**src/rtl/core/bpa_pkg.sv**
```systemverilog
// shared types and constants for the bitmap page allocator
`default_nettype none
package bpa_pkg;

	localparam int ADDR_W  = 48;
	localparam int CNT_W   = 17;
	localparam int START_W = 16;
	localparam int ACT_W   = 2;
	localparam int WORD_W  = 64;
	localparam int BIT_W   = 6;
	localparam int FLIP_W  = 7;

	typedef enum logic [ACT_W-1:0] {
		ACT_ALLOC     = 2'd0,
		ACT_FREE      = 2'd1,
		ACT_MARK_FREE = 2'd2,
		ACT_MARK_USED = 2'd3
	} action_t;

	typedef enum logic [2:0] {
		S_INIT,
		S_IDLE,
		S_SETUP,
		S_START,
		S_SCAN,
		S_WALK,
		S_DONE
	} state_t;

	typedef struct packed {
		logic [WORD_W-1:0] word;
		logic [BIT_W-1:0]  lo;
		logic [BIT_W:0]    hi_excl;
		logic              set;
	} word_req_t;

	typedef struct packed {
		logic [WORD_W-1:0] new_word;
		logic [FLIP_W-1:0] flips;
		logic              all_ones;
		logic              all_zeros;
		logic              bit_at_lo;
	} word_res_t;

endpackage
`default_nettype wire

```
**src/rtl/core/bpa_word_unit.sv**
```systemverilog
// shared word unit: range mask, set or clear, flip count and word flags
`default_nettype none
module bpa_word_unit (
	input  bpa_pkg::word_req_t req,
	output bpa_pkg::word_res_t res
);
	import bpa_pkg::*;

	logic [WORD_W-1:0] low_mask;
	logic [WORD_W-1:0] high_mask;
	logic [WORD_W-1:0] mask;
	logic [WORD_W-1:0] upd;
	logic [WORD_W-1:0] changed;
	logic [FLIP_W-1:0] acc [WORD_W];

	always_comb begin
		low_mask = {WORD_W{1'b1}} << req.lo;
		if (req.hi_excl[BIT_W]) begin
			high_mask = {WORD_W{1'b1}};
		end else begin
			high_mask = ~({WORD_W{1'b1}} << req.hi_excl[BIT_W-1:0]);
		end
		mask = low_mask & high_mask;
		upd = req.set ? (req.word | mask) : (req.word & ~mask);
		changed = req.word ^ upd;
	end

	// adder tree over the changed bits
	always_comb begin
		for (int i = 0; i < WORD_W; i++) begin
			acc[i] = FLIP_W'(changed[i]);
		end
		for (int l = 1; l < WORD_W; l = l * 2) begin
			for (int i = 0; i < WORD_W; i = i + 2 * l) begin
				acc[i] = acc[i] + acc[i+l];
			end
		end
	end

	assign res.new_word  = upd;
	assign res.flips     = acc[0];
	assign res.all_ones  = &req.word;
	assign res.all_zeros = ~|req.word;
	assign res.bit_at_lo = req.word[req.lo];

endmodule
`default_nettype wire

```
**config.mk**
```make
export PLATFORM = sky130hd
export DESIGN_NAME = bpa_word_unit
export DESIGN_NICKNAME = d
export VERILOG_FILES = /design/src/rtl/core/bpa_pkg.sv /design/src/rtl/core/bpa_word_unit.sv
export SDC_FILE = /design/constraint.sdc
export NUM_CORES = 1
export LEC_CHECK = 0
export BUFFER_PORTS_ARGS = -buffer_cell sky130_fd_sc_hd__clkbuf_2
export CORE_UTILIZATION = 24
export DETAILED_ROUTE_END_ITERATION = 16
export MAX_ROUTING_LAYER = met4
export PLACE_DENSITY_LB_ADDON = 0.08
export SYNTH_ARGS = -nofsm -noshare
export SYNTH_HDL_FRONTEND = slang
export SYNTH_SLANG_ARGS = --single-unit
```
**constraint.sdc**
```tcl
create_clock -name vclk -period 12.6
set_input_delay 1.89 -clock vclk [all_inputs]
set_output_delay 1.89 -clock vclk [all_outputs]
set_load 0.02 [all_outputs]
```
== Yosys cells after proc, flatten, opt, wreduce, memory -nomap -nowiden ==
Cells that the tools add are included.

* Memory bits (writable): 0
* Bits in registers: 0
* Bits of input ports: 78
* Bits in read-only memories: 0
* Memories kept: 0
* Latch bits: 0
* Output and inout port bits: 74
* Logic and storage cells: 79

* Reductions and logical operators: 3
* Divide/modulo/power cells: 0
* $mul: 0
* Add/subtract/negate cells: 63
* Shift-type cells: 2
* Magnitude comparators: 1
* Mux-type cells: 4
* Bitwise gates (word level): 6
* Equality and inequality tests: 0

{| class="wikitable"
|+ Operators with widths
! kind !! number
|-
| $and 64x64->64 || 2
|-
| $mux 64 || 2
|-
| $not 64->64 || 2
|-
| $shl 64x6->64 const A || 2
|-
| $add 1x1->2 || 32
|-
| $or 64x64->64 || 1
|-
| $reduce_and 64->1 || 1
|-
| $reduce_or 64->1 || 1
|-
| $xor 64x64->64 || 1
|-
| $add 2x2->3 || 16
|-
| $add 3x3->4 || 8
|-
| $add 4x4->5 || 4
|-
| $add 5x5->6 || 2
|-
| $add 6x6->7 || 1
|-
| $lt 6x7->1 const B || 1
|-
| $bmux 1 s6 || 1
|-
| $logic_not 1->1 || 1
|-
| $mux 1 || 1
|}

== Depth between registers and ports, before layout ==
* Depth in word-level cells: 14
* Gate-level depth with buffers: 28
* Mapped depth without buffers: 26

== Worst setup path after synthesis ==
OpenSTA, ideal clock, no wires.

* Kind: input to output
* Start: input req[9] (netlist bit)
* End: output res[9] (netlist bit)
* Data arrival time: 8.321 ns
* Stages: 28
* Slack: 2.389 ns
* Cell sequence: buf_6 > and3_1 > clkbuf_1 > nor2_1 > nor2_1 > nor3_1 > nand2_1 > fa_1 > inv_1 > fa_1 > inv_1 > fa_1 > fa_1 > inv_1 > fa_1 > fa_1 > inv_1 > fa_1 > inv_1 > fa_1 > ha_1 > inv_1 > fa_1 > inv_1 > a21oi_1 > o21bai_1 > a21oi_1 > o21bai_1

{| class="wikitable"
|+ RTL lines
! element !! line !! source
|-
| from (decl) || bpa_word_unit.sv:4 || <nowiki>input bpa_pkg::word_req_t req,</nowiki>
|-
| to (decl) || bpa_word_unit.sv:5 || <nowiki>output bpa_pkg::word_res_t res</nowiki>
|}

==> flow_summary.toml <==
[run_status]
status = "complete, no violations"

[sta]
worst_slack_ps = 1340
timing_hold_violations_final = 0
rsz0062_at_grt = "no"
slew_headroom_pct = 40.0
min_period_ps = 11260
finalMaxSlewViolations = 0
tightest_slew_ps = 900
timing.fmax_mhz = 88.8
timing.setup.tns_ps = 0
setup_viol = 0
holdWs_ps = 4230
min_period_over_period_pct = 89.3

[floorplanning]
dieArea_um2 = 22400
core-area_um2 = 21200
die_h_um = 150
initial_utilization_pct = 24.6
rows = 53
die_x_um = 150
ioPinCount = 152

[final_layout]
num_antenna_cells = 0
seq_area_um2 = 0
seq_cell_count = 0
drive_above_1_share_pct = 28.9
num-fill-cells = 2378
n_clock_buffer = 0
area_delta_synth_final_pct = 17.2
num-nets-final = 906

[global_routing]
grt_pass1_vias = 5586
grt_max_degree = 51
antenna_found_initial = 0
grt_pass1_wl_um = 37700
grt_util_all_layers_pct = 24.0
grt.overflow.total = 0

[synth]
syn-num-nets = 795
syn_avg_cell_area_um2 = 8.07
ys_types = 54
yosys_warnings = 0
yosys-top-cells-count = "inv_1, fa_1, nor2_1, nand2_1, xor2_1"
synth_top_cells_by_area = "fa_1, mux2_2, xor2_1, mux2_1, mux4_2"
yosysMostFrequentCell = "inv_1"
synth_top_area_share_pct = 20.7
yosys.area.top_type = "fa_1"
netlist_area_um2 = 5230
netlist_instances = 648
seq_area_frac_synth_pct = 0

[routing]
ant_nets = 0
drt_iter0_markers = 403
routedWlPerCell_um = 25.2
via_count = 5494
post_drt_via_cell_ratio = 5.32
wl_um = 26000
drc = 0
dr.pass1.iters = 5

[place]
hpwl_um = 22000
place.gp.congestion = 0.929
place_ws_ps = 1350
port_buffers = 152

[pwr]
total_power_mw = 1.37
p_leak_nw = 2.72
ir_drop_mv = 0.480
p_per_area_nw_per_um2 = 224

[critical_path]
end_kind = "output port"
critPathArrivalTime_ps = 9370
critical_path.max_fanout = 27
required_ps = 10710
worst-setup-path-type = "in2out"
cp-start-kind = "input pin"

[flow_run]
maxCapViolations = 0

[clock_tree]
post_cts_buffers = 0
cts_resized = 0
postCtsHoldBufs = 0

[hold_path]
hold_class = "in2out"
[final cells by class]
class | count | area [µm²] | share of cell area [%]
Tap cell | 275 | 344 | 5.62
Inverter | 62 | 233 | 3.80
Timing Repair Buffer | 158 | 808 | 13.2
Multi-Input combinational cell | 537 | 4740 | 77.4
[stage by stage]
stage / util [%] / instance area (µm²) / instances
global route: 28.9 / 6130 / 1032
CTS: 28.9 / 6130 / 1032
detailed placement: 28.9 / 6130 / 1032
global placement: 28.9 / 6130 / 1032
finish: 28.9 / 6130 / 1032
floorplan: - / 5230 / 648
[worst max-delay path: stages]
cell and delay [ps]:
clkbuf_2 380, buf_4 340, inv_1 340, nor2_1 90
nor3_1 420, nand2_1 150, fa_1 560, inv_1 60
fa_1 530, inv_1 60, fa_1 520, fa_1 520
inv_1 50, fa_1 480, fa_1 500, inv_1 50
fa_1 470, inv_1 50, fa_1 470, ha_1 170
inv_1 60, fa_1 450, inv_1 70, a21oi_1 70
o21bai_1 190, a21oi_1 100, o21bai_1 130, clkbuf_2 180
[power breakdown]
part           internal (mW)  total (mW)  switching (mW)
combinational          0.531        1.37           0.841
clock                      0           0               0
sequential                 0           0               0
total                  0.531        1.37           0.841
[path summary, 6_finish.rpt]
check                   start  endpoint  slack [ps]  depth (start not counted)
worst max-delay path  req[13]    res[9]        1340                         28
worst min-delay path  req[27]   res[23]        4230                          3
[layer usage]
layer | GRT usage, % | wire length [µm] | vias up
met1 | 33.0 | 11700 | 2722
met4 | 6.12 | 797 | 0
li1 | - | - | 2493
met2 | 37.9 | 12100 | 233
met5 | - | 0 | -
met3 | 1.77 | 1450 | 46
[kinds of logic after synthesis]
group                      share of synthesized area (%)
AOI/OAI and AO/OA                                   15.0
xor gates and xnor gates                            11.4
and+or+nand+nor                                     19.3
adders and majority gates                           24.3
buffers and inverters                               9.29
muxes                                               20.8
[placed cells by master (no fill, tap or decap), types with 2 or more instances in the layout]
cell	Yosys	layout
or3_1	5	5
a21o_1	5	5
mux2_2	34	34
nand3_1	5	5
and3_1	3	3
mux2_1	29	29
a211oi_1	9	9
clkbuf_2	0	151
or2_1	6	6
a2bb2oi_1	3	3
buf_4	0	7
a21oi_1	32	32
o22ai_1	7	7
o21bai_1	5	5
nor2_1	53	53
o221ai_1	3	3
fa_1	54	54
nor2_2	2	2
a221oi_1	4	4
xor2_1	39	39
o21ai_0	11	11
o211ai_1	9	9
xnor2_1	29	29
a31oi_1	2	2
a221oi_2	2	2
o21a_1	3	3
nor4_1	24	24
mux2i_1	6	6
nand2b_1	11	11
o21ai_1	10	10
mux4_2	14	14
nand4_1	21	21
inv_2	2	2
ha_1	15	15
inv_1	60	60
a221o_1	2	2
nand2_1	45	45
and2_1	17	17
nor3_1	5	5
(Power assumes the default switching activity.)
